## src/rtl/core/gcs_pkg.sv

```systemverilog
// ----------------------------------------------------------------------------
// gcs_pkg: shared types and constants for the region size lister
// Datapath operation codes, the status bundle and fixed field widths.
// ----------------------------------------------------------------------------
`default_nettype none

package gcs_pkg;

    // fixed field widths
    localparam int SIZE_W   = 7;   // room_size
    localparam int DIM_W    = 4;   // rows / cols registers
    localparam int S_DATA_W = 8;
    localparam int M_DATA_W = 8;
    localparam int CFG_AW   = 1;

    // configuration register indexes
    localparam logic [CFG_AW-1:0] REG_ROWS = 1'd0;
    localparam logic [CFG_AW-1:0] REG_COLS = 1'd1;

    // datapath operations issued by the controller
    typedef enum logic [3:0] {
        OP_LOAD      = 4'd0,
        OP_SCAN_RD   = 4'd1,
        OP_SCAN_TEST = 4'd2,
        OP_SCAN_ADV  = 4'd3,
        OP_POP_RD    = 4'd4,
        OP_POP_WAIT  = 4'd5,
        OP_NB_RD     = 4'd6,
        OP_NB_TEST   = 4'd7,
        OP_INS_RD    = 4'd8,
        OP_INS_CMP   = 4'd9,
        OP_EMIT_RD   = 4'd10,
        OP_EMIT_WAIT = 4'd11
    } dp_op_t;

    // datapath status back to the controller
    typedef struct packed {
        logic frame_go;     // last cell request taken
        logic scan_open;    // scanned cell is open and unvisited
        logic scan_done;    // scan position is the final cell
        logic q_empty;      // flood queue drained
        logic nb_ok;        // neighbor in current direction is on the grid
        logic dir_last;     // current direction is the last one
        logic ins_zero;     // insertion slot reached the front
        logic ins_greater;  // stored size is larger than the new one
        logic emit_last;    // size being emitted closes the frame
        logic out_free;     // output register can take a size
    } dp_status_t;

endpackage

`default_nettype wire

```

## src/rtl/core/gcs_ctrl.sv

```systemverilog
// ----------------------------------------------------------------------------
// gcs_ctrl: sequencer for the region size lister
// Steps the load, scan, flood, insertion sort and emit phases.
// ----------------------------------------------------------------------------
`default_nettype none

module gcs_ctrl (
    input  wire logic               aclk,
    input  wire logic               aresetn,
    input  wire gcs_pkg::dp_status_t st,
    output gcs_pkg::dp_op_t         op,
    output logic                    load_ready
);
    import gcs_pkg::*;

    typedef enum logic [11:0] {
        S_LOAD      = 12'b0000_0000_0001,
        S_SCAN_RD   = 12'b0000_0000_0010,
        S_SCAN_TEST = 12'b0000_0000_0100,
        S_SCAN_ADV  = 12'b0000_0000_1000,
        S_POP_RD    = 12'b0000_0001_0000,
        S_POP_WAIT  = 12'b0000_0010_0000,
        S_NB_RD     = 12'b0000_0100_0000,
        S_NB_TEST   = 12'b0000_1000_0000,
        S_INS_RD    = 12'b0001_0000_0000,
        S_INS_CMP   = 12'b0010_0000_0000,
        S_EMIT_RD   = 12'b0100_0000_0000,
        S_EMIT_WAIT = 12'b1000_0000_0000
    } state_t;

    state_t state_reg, state_next;

    // next state
    always_comb begin
        state_next = state_reg;
        case (state_reg)
            S_LOAD:      if (st.frame_go) state_next = S_SCAN_RD;
            S_SCAN_RD:   state_next = S_SCAN_TEST;
            S_SCAN_TEST: state_next = st.scan_open ? S_POP_RD : S_SCAN_ADV;
            S_SCAN_ADV:  state_next = st.scan_done ? S_EMIT_RD : S_SCAN_RD;
            S_POP_RD:    state_next = st.q_empty ? S_INS_RD : S_POP_WAIT;
            S_POP_WAIT:  state_next = S_NB_RD;
            S_NB_RD: begin
                if (st.nb_ok)         state_next = S_NB_TEST;
                else if (st.dir_last) state_next = S_POP_RD;
            end
            S_NB_TEST:   state_next = st.dir_last ? S_POP_RD : S_NB_RD;
            S_INS_RD:    state_next = st.ins_zero ? S_SCAN_ADV : S_INS_CMP;
            S_INS_CMP:   state_next = st.ins_greater ? S_INS_RD : S_SCAN_ADV;
            S_EMIT_RD:   state_next = S_EMIT_WAIT;
            S_EMIT_WAIT: begin
                if (st.out_free) state_next = st.emit_last ? S_LOAD : S_EMIT_RD;
            end
            default:     state_next = S_LOAD;
        endcase
    end

    always_ff @(posedge aclk) begin
        if (!aresetn) begin
            state_reg <= S_LOAD;
        end else begin
            state_reg <= state_next;
        end
    end

    // operation per state
    always_comb begin
        case (state_reg)
            S_LOAD:      op = OP_LOAD;
            S_SCAN_RD:   op = OP_SCAN_RD;
            S_SCAN_TEST: op = OP_SCAN_TEST;
            S_SCAN_ADV:  op = OP_SCAN_ADV;
            S_POP_RD:    op = OP_POP_RD;
            S_POP_WAIT:  op = OP_POP_WAIT;
            S_NB_RD:     op = OP_NB_RD;
            S_NB_TEST:   op = OP_NB_TEST;
            S_INS_RD:    op = OP_INS_RD;
            S_INS_CMP:   op = OP_INS_CMP;
            S_EMIT_RD:   op = OP_EMIT_RD;
            S_EMIT_WAIT: op = OP_EMIT_WAIT;
            default:     op = OP_LOAD;
        endcase
    end

    assign load_ready = (state_reg == S_LOAD);

endmodule

`default_nettype wire

```

## src/rtl/core/gcs_dp.sv

```systemverilog
// ----------------------------------------------------------------------------
// gcs_dp: datapath of the region size lister
// Wall map, visited bits, flood queue, sorted size list and output register.
// ----------------------------------------------------------------------------
`default_nettype none

module gcs_dp #(
    parameter int MAX_ROWS = 8,
    parameter int MAX_COLS = 8
) (
    input  wire logic                          aclk,
    input  wire logic                          aresetn,
    input  wire logic                          cfg_we,
    input  wire logic [gcs_pkg::CFG_AW-1:0]    cfg_addr,
    input  wire logic [gcs_pkg::DIM_W-1:0]     cfg_wdata,
    input  wire gcs_pkg::dp_op_t               op,
    input  wire logic                          in_valid,
    input  wire logic                          in_wall,
    input  wire logic                          in_last,
    input  wire logic                          out_ready,
    output logic                               out_valid,
    output logic [gcs_pkg::SIZE_W-1:0]         out_size,
    output logic                               out_last,
    output gcs_pkg::dp_status_t                st
);
    import gcs_pkg::*;

    localparam int CELL_CAP = MAX_ROWS * MAX_COLS;
    localparam int SIZE_CAP = (CELL_CAP + 1) / 2;
    localparam int IDX_W    = $clog2(CELL_CAP);
    localparam int LP_W     = IDX_W + 1;
    localparam int RW       = $clog2(MAX_ROWS);
    localparam int CW       = $clog2(MAX_COLS);
    localparam int QW       = RW + CW;
    localparam int SA_W     = $clog2(SIZE_CAP);
    localparam int SC_W     = $clog2(SIZE_CAP + 1);

    // configuration
    logic [DIM_W-1:0] rows_reg, cols_reg;
    logic [DIM_W-1:0] nr, nc;
    logic [LP_W-1:0]  total;

    always_ff @(posedge aclk) begin
        if (!aresetn) begin
            rows_reg <= DIM_W'(8);
            cols_reg <= DIM_W'(8);
        end else if (cfg_we) begin
            case (cfg_addr)
                REG_ROWS: rows_reg <= cfg_wdata;
                REG_COLS: cols_reg <= cfg_wdata;
                default:  ;
            endcase
        end
    end

    // clamp geometry to 1..MAX
    always_comb begin
        nr = rows_reg;
        if (rows_reg == '0) nr = DIM_W'(1);
        else if (rows_reg > DIM_W'(MAX_ROWS)) nr = DIM_W'(MAX_ROWS);
        nc = cols_reg;
        if (cols_reg == '0) nc = DIM_W'(1);
        else if (cols_reg > DIM_W'(MAX_COLS)) nc = DIM_W'(MAX_COLS);
    end
    assign total = LP_W'(nr) * LP_W'(nc);

    // storage
    logic             wall_mem [CELL_CAP];
    logic [QW-1:0]    queue_mem [CELL_CAP];
    logic [SIZE_W-1:0] size_mem [SIZE_CAP];
    logic [CELL_CAP-1:0] visited_reg;

    logic [LP_W-1:0]   load_pos_reg;
    logic [RW-1:0]     scan_r_reg, cur_r_reg, cand_r_reg;
    logic [CW-1:0]     scan_c_reg, cur_c_reg, cand_c_reg;
    logic [LP_W-1:0]   head_reg, tail_reg;
    logic [QW-1:0]     q_rd_reg;
    logic              wall_rd_reg;
    logic [1:0]        dir_reg;
    logic [SIZE_W-1:0] region_size_reg, sz_rd_reg;
    logic [SC_W-1:0]   count_reg, k_reg, emit_reg;

    logic              accept;
    logic [IDX_W-1:0]  scan_idx, cand_idx, cand_reg_idx;
    logic [RW-1:0]     nb_r;
    logic [CW-1:0]     nb_c;
    logic              nb_ok;
    logic              scan_open, nb_open, emit_last, out_free, emit_empty;

    assign accept = in_valid && (op == OP_LOAD);

    // neighbor in current direction: right, left, up, down
    always_comb begin
        nb_r  = cur_r_reg;
        nb_c  = cur_c_reg;
        nb_ok = 1'b0;
        case (dir_reg)
            2'd0: begin
                nb_ok = (DIM_W'(cur_c_reg) + DIM_W'(1)) < nc;
                nb_c  = cur_c_reg + CW'(1);
            end
            2'd1: begin
                nb_ok = (cur_c_reg != '0);
                nb_c  = cur_c_reg - CW'(1);
            end
            2'd2: begin
                nb_ok = (cur_r_reg != '0);
                nb_r  = cur_r_reg - RW'(1);
            end
            2'd3: begin
                nb_ok = (DIM_W'(cur_r_reg) + DIM_W'(1)) < nr;
                nb_r  = cur_r_reg + RW'(1);
            end
            default: ;
        endcase
    end

    // row-major cell indexes
    assign scan_idx     = IDX_W'(scan_r_reg) * IDX_W'(nc) + IDX_W'(scan_c_reg);
    assign cand_idx     = IDX_W'(nb_r) * IDX_W'(nc) + IDX_W'(nb_c);
    assign cand_reg_idx = IDX_W'(cand_r_reg) * IDX_W'(nc) + IDX_W'(cand_c_reg);

    assign scan_open  = !wall_rd_reg && !visited_reg[scan_idx];
    assign nb_open    = !wall_rd_reg && !visited_reg[cand_reg_idx];
    assign emit_empty = (count_reg == '0);
    assign emit_last  = emit_empty || ((emit_reg + SC_W'(1)) == count_reg);
    assign out_free   = !out_valid || out_ready;

    // wall map: load write port, one registered read port
    always_ff @(posedge aclk) begin
        if (accept && (load_pos_reg < total)) begin
            wall_mem[load_pos_reg[IDX_W-1:0]] <= in_wall;
        end
        if (op == OP_SCAN_RD) begin
            wall_rd_reg <= wall_mem[scan_idx];
        end else if (op == OP_NB_RD) begin
            wall_rd_reg <= wall_mem[cand_idx];
        end
    end

    // flood queue
    always_ff @(posedge aclk) begin
        if (op == OP_SCAN_TEST && scan_open) begin
            queue_mem[0] <= {scan_r_reg, scan_c_reg};
        end else if (op == OP_NB_TEST && nb_open) begin
            queue_mem[tail_reg[IDX_W-1:0]] <= {cand_r_reg, cand_c_reg};
        end
        if (op == OP_POP_RD) begin
            q_rd_reg <= queue_mem[head_reg[IDX_W-1:0]];
        end
    end

    // sorted size list
    always_ff @(posedge aclk) begin
        if (op == OP_INS_RD && k_reg == '0) begin
            size_mem[0] <= region_size_reg;
        end else if (op == OP_INS_CMP) begin
            size_mem[k_reg[SA_W-1:0]] <= (sz_rd_reg > region_size_reg) ?
                                         sz_rd_reg : region_size_reg;
        end
        if (op == OP_INS_RD) begin
            sz_rd_reg <= size_mem[SA_W'(k_reg - SC_W'(1))];
        end else if (op == OP_EMIT_RD) begin
            sz_rd_reg <= size_mem[emit_reg[SA_W-1:0]];
        end
    end

    // control counters and visited bits
    always_ff @(posedge aclk) begin
        if (!aresetn) begin
            load_pos_reg <= '0;
            visited_reg  <= '0;
            count_reg    <= '0;
            out_valid    <= 1'b0;
        end else begin
            // output register: load a size or drop the one taken
            if (op == OP_EMIT_WAIT && out_free) begin
                out_valid <= 1'b1;
            end else if (out_valid && out_ready) begin
                out_valid <= 1'b0;
            end
            case (op)
                OP_LOAD: begin
                    if (accept) begin
                        if (in_last) begin
                            load_pos_reg <= '0;
                            visited_reg  <= '0;
                            count_reg    <= '0;
                            emit_reg     <= '0;
                            scan_r_reg   <= '0;
                            scan_c_reg   <= '0;
                        end else if (load_pos_reg < total) begin
                            load_pos_reg <= load_pos_reg + LP_W'(1);
                        end
                    end
                end
                OP_SCAN_TEST: begin
                    if (scan_open) begin
                        visited_reg[scan_idx] <= 1'b1;
                        head_reg        <= '0;
                        tail_reg        <= LP_W'(1);
                        region_size_reg <= '0;
                    end
                end
                OP_SCAN_ADV: begin
                    if ((DIM_W'(scan_c_reg) + DIM_W'(1)) < nc) begin
                        scan_c_reg <= scan_c_reg + CW'(1);
                    end else begin
                        scan_c_reg <= '0;
                        scan_r_reg <= scan_r_reg + RW'(1);
                    end
                end
                OP_POP_RD: begin
                    if (head_reg != tail_reg) head_reg <= head_reg + LP_W'(1);
                    else k_reg <= count_reg;
                end
                OP_POP_WAIT: begin
                    cur_r_reg       <= q_rd_reg[QW-1:CW];
                    cur_c_reg       <= q_rd_reg[CW-1:0];
                    region_size_reg <= region_size_reg + SIZE_W'(1);
                    dir_reg         <= '0;
                end
                OP_NB_RD: begin
                    cand_r_reg <= nb_r;
                    cand_c_reg <= nb_c;
                    if (!nb_ok) dir_reg <= dir_reg + 2'd1;
                end
                OP_NB_TEST: begin
                    if (nb_open) begin
                        visited_reg[cand_reg_idx] <= 1'b1;
                        tail_reg <= tail_reg + LP_W'(1);
                    end
                    dir_reg <= dir_reg + 2'd1;
                end
                OP_INS_RD: begin
                    if (k_reg == '0) count_reg <= count_reg + SC_W'(1);
                end
                OP_INS_CMP: begin
                    if (sz_rd_reg > region_size_reg) k_reg <= k_reg - SC_W'(1);
                    else count_reg <= count_reg + SC_W'(1);
                end
                OP_EMIT_WAIT: begin
                    if (out_free) begin
                        out_size  <= emit_empty ? '0 : sz_rd_reg;
                        out_last  <= emit_last;
                        emit_reg  <= emit_reg + SC_W'(1);
                    end
                end
                default: ;
            endcase
        end
    end

    // status bundle
    always_comb begin
        st.frame_go    = accept && in_last;
        st.scan_open   = scan_open;
        st.scan_done   = ((DIM_W'(scan_c_reg) + DIM_W'(1)) >= nc) &&
                         ((DIM_W'(scan_r_reg) + DIM_W'(1)) >= nr);
        st.q_empty     = (head_reg == tail_reg);
        st.nb_ok       = nb_ok;
        st.dir_last    = (dir_reg == 2'd3);
        st.ins_zero    = (k_reg == '0);
        st.ins_greater = (sz_rd_reg > region_size_reg);
        st.emit_last   = emit_last;
        st.out_free    = out_free;
    end

endmodule

`default_nettype wire

```

## src/rtl/core/grid_component_sizes_sorted.sv

```systemverilog
// ----------------------------------------------------------------------------
// grid_component_sizes_sorted: sorted open-region sizes of a floor map
// Loads a wall/open map, floods 4-connected regions and lists sizes sorted.
// ----------------------------------------------------------------------------
// Cells arrive one per cycle in row-major order (tdata bit 0 = wall, tlast on
// the final cell). After the final cell the block scans the map, floods each
// unvisited open region breadth-first and insertion-sorts its size into a
// list; it then sends the sizes in ascending order, tlast on the last one, or
// a single 0 when no cell is open. No cell is taken during that work. The
// work scans each cell, pops each region cell and checks the queue for empty
// once per region, skips each off-grid neighbor direction and reads the
// single-port wall map for each on-grid one, steps through the size list on
// each insertion and sends each size, holding while the receiver stalls.
// rows and cols must be written only while idle; the block does not enforce
// this. They are clamped to 1..MAX_ROWS and 1..MAX_COLS.
`default_nettype none

module grid_component_sizes_sorted #(
    parameter int MAX_ROWS = 8,
    parameter int MAX_COLS = 8
) (
    input  wire logic                           aclk,
    input  wire logic                           aresetn,
    // configuration writes
    input  wire logic                           cfg_we,
    input  wire logic [gcs_pkg::CFG_AW-1:0]     cfg_addr,
    input  wire logic [gcs_pkg::DIM_W-1:0]      cfg_wdata,
    // cell requests
    input  wire logic                           s_tvalid,
    output logic                                s_tready,
    input  wire logic [gcs_pkg::S_DATA_W-1:0]   s_tdata,   // [0] is_wall
    input  wire logic                           s_tlast,   // last_cell
    // size results
    output logic                                m_tvalid,
    input  wire logic                           m_tready,
    output logic [gcs_pkg::M_DATA_W-1:0]        m_tdata,   // [6:0] room_size
    output logic                                m_tlast    // last_size
);
    import gcs_pkg::*;

    dp_op_t            op;
    dp_status_t        st;
    logic              load_ready;
    logic [SIZE_W-1:0] out_size;

    gcs_ctrl u_ctrl (
        .aclk       (aclk),
        .aresetn    (aresetn),
        .st         (st),
        .op         (op),
        .load_ready (load_ready)
    );

    gcs_dp #(
        .MAX_ROWS (MAX_ROWS),
        .MAX_COLS (MAX_COLS)
    ) u_dp (
        .aclk      (aclk),
        .aresetn   (aresetn),
        .cfg_we    (cfg_we),
        .cfg_addr  (cfg_addr),
        .cfg_wdata (cfg_wdata),
        .op        (op),
        .in_valid  (s_tvalid),
        .in_wall   (s_tdata[0]),
        .in_last   (s_tlast),
        .out_ready (m_tready),
        .out_valid (m_tvalid),
        .out_size  (out_size),
        .out_last  (m_tlast),
        .st        (st)
    );

    assign s_tready = load_ready;
    assign m_tdata  = M_DATA_W'(out_size);

endmodule

`default_nettype wire
```

## config.mk

```make
export PLATFORM = sky130hd
export DESIGN_NAME = grid_component_sizes_sorted
export DESIGN_NICKNAME = d
export VERILOG_FILES = /design/src/rtl/core/gcs_pkg.sv /design/src/rtl/core/gcs_ctrl.sv /design/src/rtl/core/gcs_dp.sv /design/src/rtl/core/grid_component_sizes_sorted.sv
export SDC_FILE = /design/constraint.sdc
export NUM_CORES = 1
export LEC_CHECK = 0
export ABC_AREA = 1
export BUFFER_PORTS_ARGS = -buffer_cell sky130_fd_sc_hd__buf_4
export CAP_MARGIN = 10
export CELL_PAD_IN_SITES_DETAIL_PLACEMENT = 0
export CELL_PAD_IN_SITES_GLOBAL_PLACEMENT = 2
export CORE_MARGIN = 2
export CORE_UTILIZATION = 38
export DETAILED_ROUTE_END_ITERATION = 12
export HOLD_SLACK_MARGIN = 0.15
export PLACE_DENSITY_LB_ADDON = 0.3
export SYNTH_ARGS = -nofsm -noshare
export SYNTH_HDL_FRONTEND = slang
export SYNTH_SLANG_ARGS = --single-unit
```

## constraint.sdc

```tcl
create_clock -name aclk -period 7.2 [get_ports aclk]
set_clock_uncertainty 0.05 [all_clocks]
set_input_delay 0.36 -clock aclk [delete_from_list [all_inputs] [get_ports aclk]]
set_output_delay 0.36 -clock aclk [all_outputs]
set_load 0.03 [all_outputs]
```

==> reports/metrics.cfg, run 1 <==
[worst_setup_path]
cp.depth=15
cp_num_buf_inv=1
path_max_fanout=28
crit_required_ns=7.46
path_delay_family=simple AND/OR/NAND/NOR gates
crit_path_cell_trace=inv_2 -> nand2_1 -> nor2_1 -> fa_1 -> fa_1 -> fa_1 -> xnor2_2 -> nand3_1 -> nand3_1 -> nand2_1 -> nor2_1 -> nand2_2 -> nor2_8 -> nand3_2 -> nor2_1
rr_worst_depth=15
critPathMaxStageDelay_ns=0.71
worstSetupEndpointType=flop
arrival_ns=6.23
path_class=reg -> reg
r2r_start=u_dp.cols_reg[3]
ff2ff_setup_slack_ns=1.23
reg2reg_to=u_dp.queue_mem[57][1]
critPathLaunchType=flop
slowest_stage=xnor2_2

[route]
first_pass_iters=5
drc=0
drt-wirelength-per-cell_um=22.15
vias=33053
wl_um=132500
drt_iter0_drc=3056
vias_per_cell=5.525
postRouteAntennaNets=0

[cts]
cts_buffers=96
clockRootBuffer=clkbuf_16
cts_tree=yes
clk-insertion-delay-late_ns=0.69
ctsResizeCount=0
clk_pin_slew_ns=0.06
clk_path_buf_depth=3
htreeDepth=3
cts.sink_count=850

[layout]
n_fill_cell=10693
drive_gt1_frac=0.07388
antenna_cells=0
stdcell_count=5982
fin_nets=4541
multi_input_area_um2=15310
register_area_um2=24500
reg_top3=u_dp.queue_mem: 384 flops, u_dp.size_mem: 224 flops
utilization=0.4288
largest_reg_flops=384
regMostFlops=u_dp.queue_mem
syn2layout_area_growth_pct=11.92

[floorplanning]
ios=30
rows=122
die-area_um2=114300
core_area_um2=110700
die_w_um=338.0
die_h_um=338.0
start_util=0.3831

[power_and_ir_drop]
p_leak_nw=16.95
p_sw_frac=0.2607
seqPwrFrac=0.473
comb_power_share=0.098
pwr_density_cell_nw_per_um2=241.6
peakVddDrop_uv=207.9
power_mw=11.47
internal_power_mw=8.478
p_switching_mw=2.990
p_clk_frac=0.429

[synth]
synth_commonest_cells=edfxtp_1, o21ai_0, nor2_1
yosys-top-cells-area=edfxtp_1, o21ai_0, nor2_1
yosysMostFrequentCell=edfxtp_1
synth_area_um2=42400
synthCells=4449
yosysTopAreaCell=edfxtp_1
synth-edff-count=747
synth-seq-cells=850
synth.distinct_cells=53
ys.flop_type=edfxtp_1
async_flop_share=0
syn_area_per_cell_um2=9.530
syn_nets=4572
synth.top_cell.area_share=0.5291
seq_area_frac_synth=0.5777
yosys_warnings=0

[placed_design]
dp.cells=5789
place_ws_ns=1.360
gp_congestion=0.8692
io_buffers=21
dp_hpwl_um=82930

[worst_hold_path]
min_to=u_dp.load_pos_reg[2]
holdCritPathClass=in -> reg
hold_path_startpoint=s_tvalid
hold_path_depth=5

[sta]
rsz0062_at_grt=false
holdWs_ns=0.3507
finalSetupViolCount=0
fmax_mhz=167.5
tightest_slew_ns=1.088
drv_slew=0
hold_viol=0
slew_headroom=0.2697
period_minus_slack_ns=5.969
finalCritPeriodShare=0.8291
final.setup.worst_slack_ns=1.231

[global_routing]
antenna_found_initial=1
grtUsageTotal=0.2291
grt_pass1_wl_um=197700
gr-total-overflow=0
grt_pass1_vias=30934
grt_max_degree=88

[outcome]
status=completed

[run]
maxCapViolations=0

-- cell families after synthesis --
family	after synthesis	share of synthesized area
AO/OA/AOI/OAI	1148	0.1480
XOR/XNOR	45	0.009827
adder cells (fa/ha/maj)	104	0.03388
buffers and inverters	679	0.06345
flip-flops	850	0.5777
other	1	0.00008844
AND/OR/NAND/NOR	1622	0.1671
-- final cells by class --
cell class | count | area share
Clock buffer | 117 | 0.05402
Multi-Input combinational cell | 2920 | 0.3227
Inverter | 415 | 0.03296
Clock inverter | 57 | 0.01168
Sequential cell | 850 | 0.5163
Tap cell | 1488 | 0.03923
Timing Repair Buffer | 135 | 0.02315
-- worst max path at each step --
stage | from | to | slack [ns]
after floorplan | u_dp.cols_reg[3] | u_dp.queue_mem[0][2] | -0.04
after global placement | u_dp.cols_reg[3] | u_dp.queue_mem[17][5] | 1.35
after detailed placement | u_dp.cols_reg[3] | u_dp.queue_mem[17][4] | 1.36
after CTS | u_dp.cols_reg[3] | u_dp.queue_mem[17][1] | 1.33
after global routing | u_dp.cols_reg[3] | u_dp.queue_mem[17][1] | 0.94
final | u_dp.cols_reg[3] | u_dp.queue_mem[57][1] | 1.23
-- power groups by stage --
| stage | registers [mW] | logic (mW) | clock network [mW] |
|---|---|---|---|
| 2_1_floorplan | 5.49 | 0.707 | 0 |
| 3_3_place_gp | 5.53 | 1.10 | 0 |
| 3_5_place_dp | 5.53 | 1.10 | 0 |
| 4_1_cts | 5.42 | 1.11 | 5.01 |
| 5_1_grt | 5.43 | 1.22 | 5.19 |
| 6_report | 5.42 | 1.12 | 4.92 |
-- layout by cell type, fill, tap and decap left out, types with 26 or more instances in the layout --
| master | instances |
|---|---|
| edfxtp_1 | 747 |
| o21ai_0 | 580 |
| nor2_1 | 569 |
| nand2_1 | 536 |
| inv_1 | 392 |
| a21oi_1 | 322 |
| nand3_1 | 320 |
| nand4_1 | 124 |
| buf_4 | 113 |
| dfxtp_1 | 101 |
| clkbuf_16 | 98 |
| ha_1 | 84 |
| o22ai_1 | 80 |
| o211ai_1 | 60 |
| o221ai_1 | 43 |
| xor2_1 | 29 |
| nor3_1 | 26 |
-- worst reg2reg max path: stages, from the launching register on --
cell and delay, ns:
dfxtp_1 0.32, inv_2 0.14, nand2_1 0.20, nor2_1 0.19
fa_1 0.47, fa_1 0.55, fa_1 0.55, xnor2_2 0.71
nand3_1 0.24, nand3_1 0.21, nand2_1 0.08, nor2_1 0.11
nand2_2 0.16, nor2_8 0.51, nand3_2 0.51, nor2_1 0.62
-- per-stage QoR --
stage / setup TNS [ns] / area, um^2
floorplan: -8.089 / 42400
global placement: 0 / 44150
detailed placement: 0 / 44150
CTS: 0 / 47460
global route: 0 / 47460
finish: 0 / 47460
-- routing by layer --
metal	vias to the layer above	track usage	wire [um]
li1	15663	-	-
met1	16154	0.3357	62160
met2	1035	0.3559	59350
met3	201	0.03015	7761
met4	0	0.06260	3241
met5	-	0	0
-- repair_timing --
item,in CTS,in global routing
hold buffers,19,0
endpoints found under the hold margin,92,0
setup buffers,0,0
No activity file was read; power rests on OpenSTA's default activity.
==> run 2: changes to the inputs <==
- CORE_UTILIZATION: 38 -> 40
- clock period: 7.2 -> 6.1 ns (I/O delays scaled with it)
==> reports/metrics.cfg, run 2 (synthesized netlist as in run 1, its figures left out) <==
[layout]
n_fill_cell=10137  ; was 10,693
antenna_cells=0  ; unchanged
fin_nets=4575  ; was 4,541
register_area_um2=24500  ; unchanged
multi_input_area_um2=15310  ; unchanged
syn2layout_area_growth_pct=12.08  ; was 11.92%
drive_gt1_frac=0.07879  ; was 0.07388
final_common_cell=edfxtp_1  ; unchanged
layout_common_cells=edfxtp_1, o21ai_0, nor2_1  ; unchanged
regMostFlops=u_dp.queue_mem  ; unchanged
reg_top3=u_dp.queue_mem: 384 flops, u_dp.size_mem: 224 flops  ; unchanged
largest_reg_flops=384  ; unchanged
fin_area_um2=47520  ; was 47,460 um^2
stdcell_count=5922  ; was 5,982

[power_and_ir_drop]
peakVddDrop_uv=241.3  ; was 207.9 uV
pwr_density_cell_nw_per_um2=278.8  ; was 241.6 nW/um^2
p_leak_nw=17.10  ; was 16.95 nW

[cts]
cts_hold_buf=19  ; unchanged
cts.sink_count=850  ; unchanged
clk_path_buf_depth=3  ; unchanged
htreeDepth=3  ; unchanged
clk-insertion-delay-late_ns=0.69  ; about the same
clk_pin_slew_ns=0.06  ; about the same
post_cts_buffers=0  ; unchanged
cts_buffers=96  ; unchanged
ctsResizeCount=0  ; unchanged
clockRootBuffer=clkbuf_16  ; unchanged
cts_tree=yes  ; unchanged

[sta]
fmax_mhz=178.4  ; was 167.5 MHz
hold_viol=0  ; unchanged
slew_headroom=0.2187  ; was 0.2697
tightest_slew_ns=1.168  ; was 1.088 ns
finalCritPeriodShare=0.9190  ; was 0.8291
drv_slew=0  ; unchanged
rsz0062_at_grt=false  ; unchanged
period_minus_slack_ns=5.606  ; was 5.969 ns
finalSetupViolCount=0  ; unchanged

[global_routing]
gr-total-overflow=0  ; unchanged
grt_pass1_vias=31145  ; was 30,934
grt_pass1_wl_um=195800  ; was 197,700 um
antenna_found_initial=3  ; was 1
grtUsageTotal=0.2381  ; was 0.2291
grt_max_degree=121  ; was 88

[worst_setup_path]
path_max_fanout=11  ; was 28
crit_required_ns=6.37  ; was 7.46 ns
critPathLaunchType=flop  ; unchanged
path_class=reg -> reg  ; unchanged
arrival_ns=5.88  ; was 6.23 ns
worstSetupEndpointType=flop  ; unchanged

[route]
vias_per_cell=5.568  ; was 5.525
met2WireLength_um=58980  ; was 59,350 um
first_pass_iters=6  ; was 5
drt_iter0_drc=3241  ; was 3,056
drc=0  ; unchanged
top_layer_used=met5  ; was met4
wl_um=130400  ; was 132,500 um
vias=32971  ; was 33,053
wl_met1_um=59550  ; was 62,160 um
postRouteAntennaNets=0  ; unchanged
met3_length_um=8070  ; was 7761 um
drt-wirelength-per-cell_um=22.03  ; was 22.15 um

[floorplanning]
die-area_um2=108600  ; was 114,300 um^2
core_area_um2=105300  ; was 110,700 um^2
start_util=0.4028  ; was 0.3831
die_w_um=329.6  ; was 338.0 um
rows=119  ; was 122
ios=30  ; unchanged
die_h_um=329.6  ; was 338.0 um

[placed_design]
gp_congestion=0.8934  ; was 0.8692
io_buffers=21  ; unchanged
placed_area_um2=44350  ; was 44,150 um^2
dp.cells=5725  ; was 5,789
dp_hpwl_um=82640  ; was 82,930 um

[outcome]
status=completed  ; unchanged

[worst_hold_path]
holdCritPathClass=in -> reg  ; unchanged

[run]
maxCapViolations=0  ; unchanged

-- run 2: where the power goes --
group / total [mW] / switching (mW) / internal [mW]
combinational: 1.31 / 0.954 / 0.354
sequential: 6.41 / 0.0709 / 6.34
clock: 5.54 / 2.41 / 3.13
-- run 2: final cells by class --
| class | count | area share |
|---|---|---|
| clock buffer | 120 | 0.05355 |
| clock inverter | 57 | 0.009057 |
| inverter | 415 | 0.03291 |
| multi-input combinational | 2920 | 0.3222 |
| sequential | 850 | 0.5156 |
| tap | 1391 | 0.03662 |
| timing repair buffer | 169 | 0.03007 |
-- run 2: worst paths after layout --
path / start / to / slack, ns / cells after the start
hold / removal: s_tvalid / u_dp.load_pos_reg[2] / 0.30 / 5
hold reg to reg: u_dp.q_rd_reg[4] / u_dp.cur_r_reg[1] / 0.37 / 0
setup / recovery: u_dp.cols_reg[1] / u_dp.queue_mem[41][5] / 0.49 / 20
setup reg to reg: u_dp.cols_reg[1] / u_dp.queue_mem[41][5] / 0.49 / 20
-- run 2: worst max-delay path, cell delays in order, from the launching register on --
cell and delay, ns:
dfxtp_1 0.32, o21ai_0 0.18, nand2_1 0.24, nor2_1 0.21, fa_1 0.45, fa_1 0.55
fa_1 0.72, inv_2 0.11, buf_4 0.19, nand4_1 0.07, nand2_1 0.07, nor2_1 0.11
nand3_1 0.09, nand3_1 0.09, nand2_1 0.06, nor2_1 0.11, nand2_2 0.14, nor2_8 0.21
buf_4 0.27, nand3_2 0.41, nor2_1 0.60
-- run 2: layer usage --
layer  up-vias  global-route usage
li1      15745                   -
met1     16016              0.3388
met2       991              0.3744
met3       215             0.03637
met4         4             0.07421
met5         -                   0
-- run 2: per-stage QoR --
stage	worst slack (ns)	total power [mW]	TNS, ns	util	hold slack (ns)
global route	0.08698	13.70	0	0.4514	0.3237
detailed placement	0.4694	7.813	0	0.4213	0.3554
finish	0.4942	13.25	0	0.4514	0.3032
global placement	0.5178	7.815	0	0.4213	0.3521
floorplan	-0.04161	7.319	-10.64	-	0.3503
CTS	0.4782	13.35	0	0.4514	0.2805
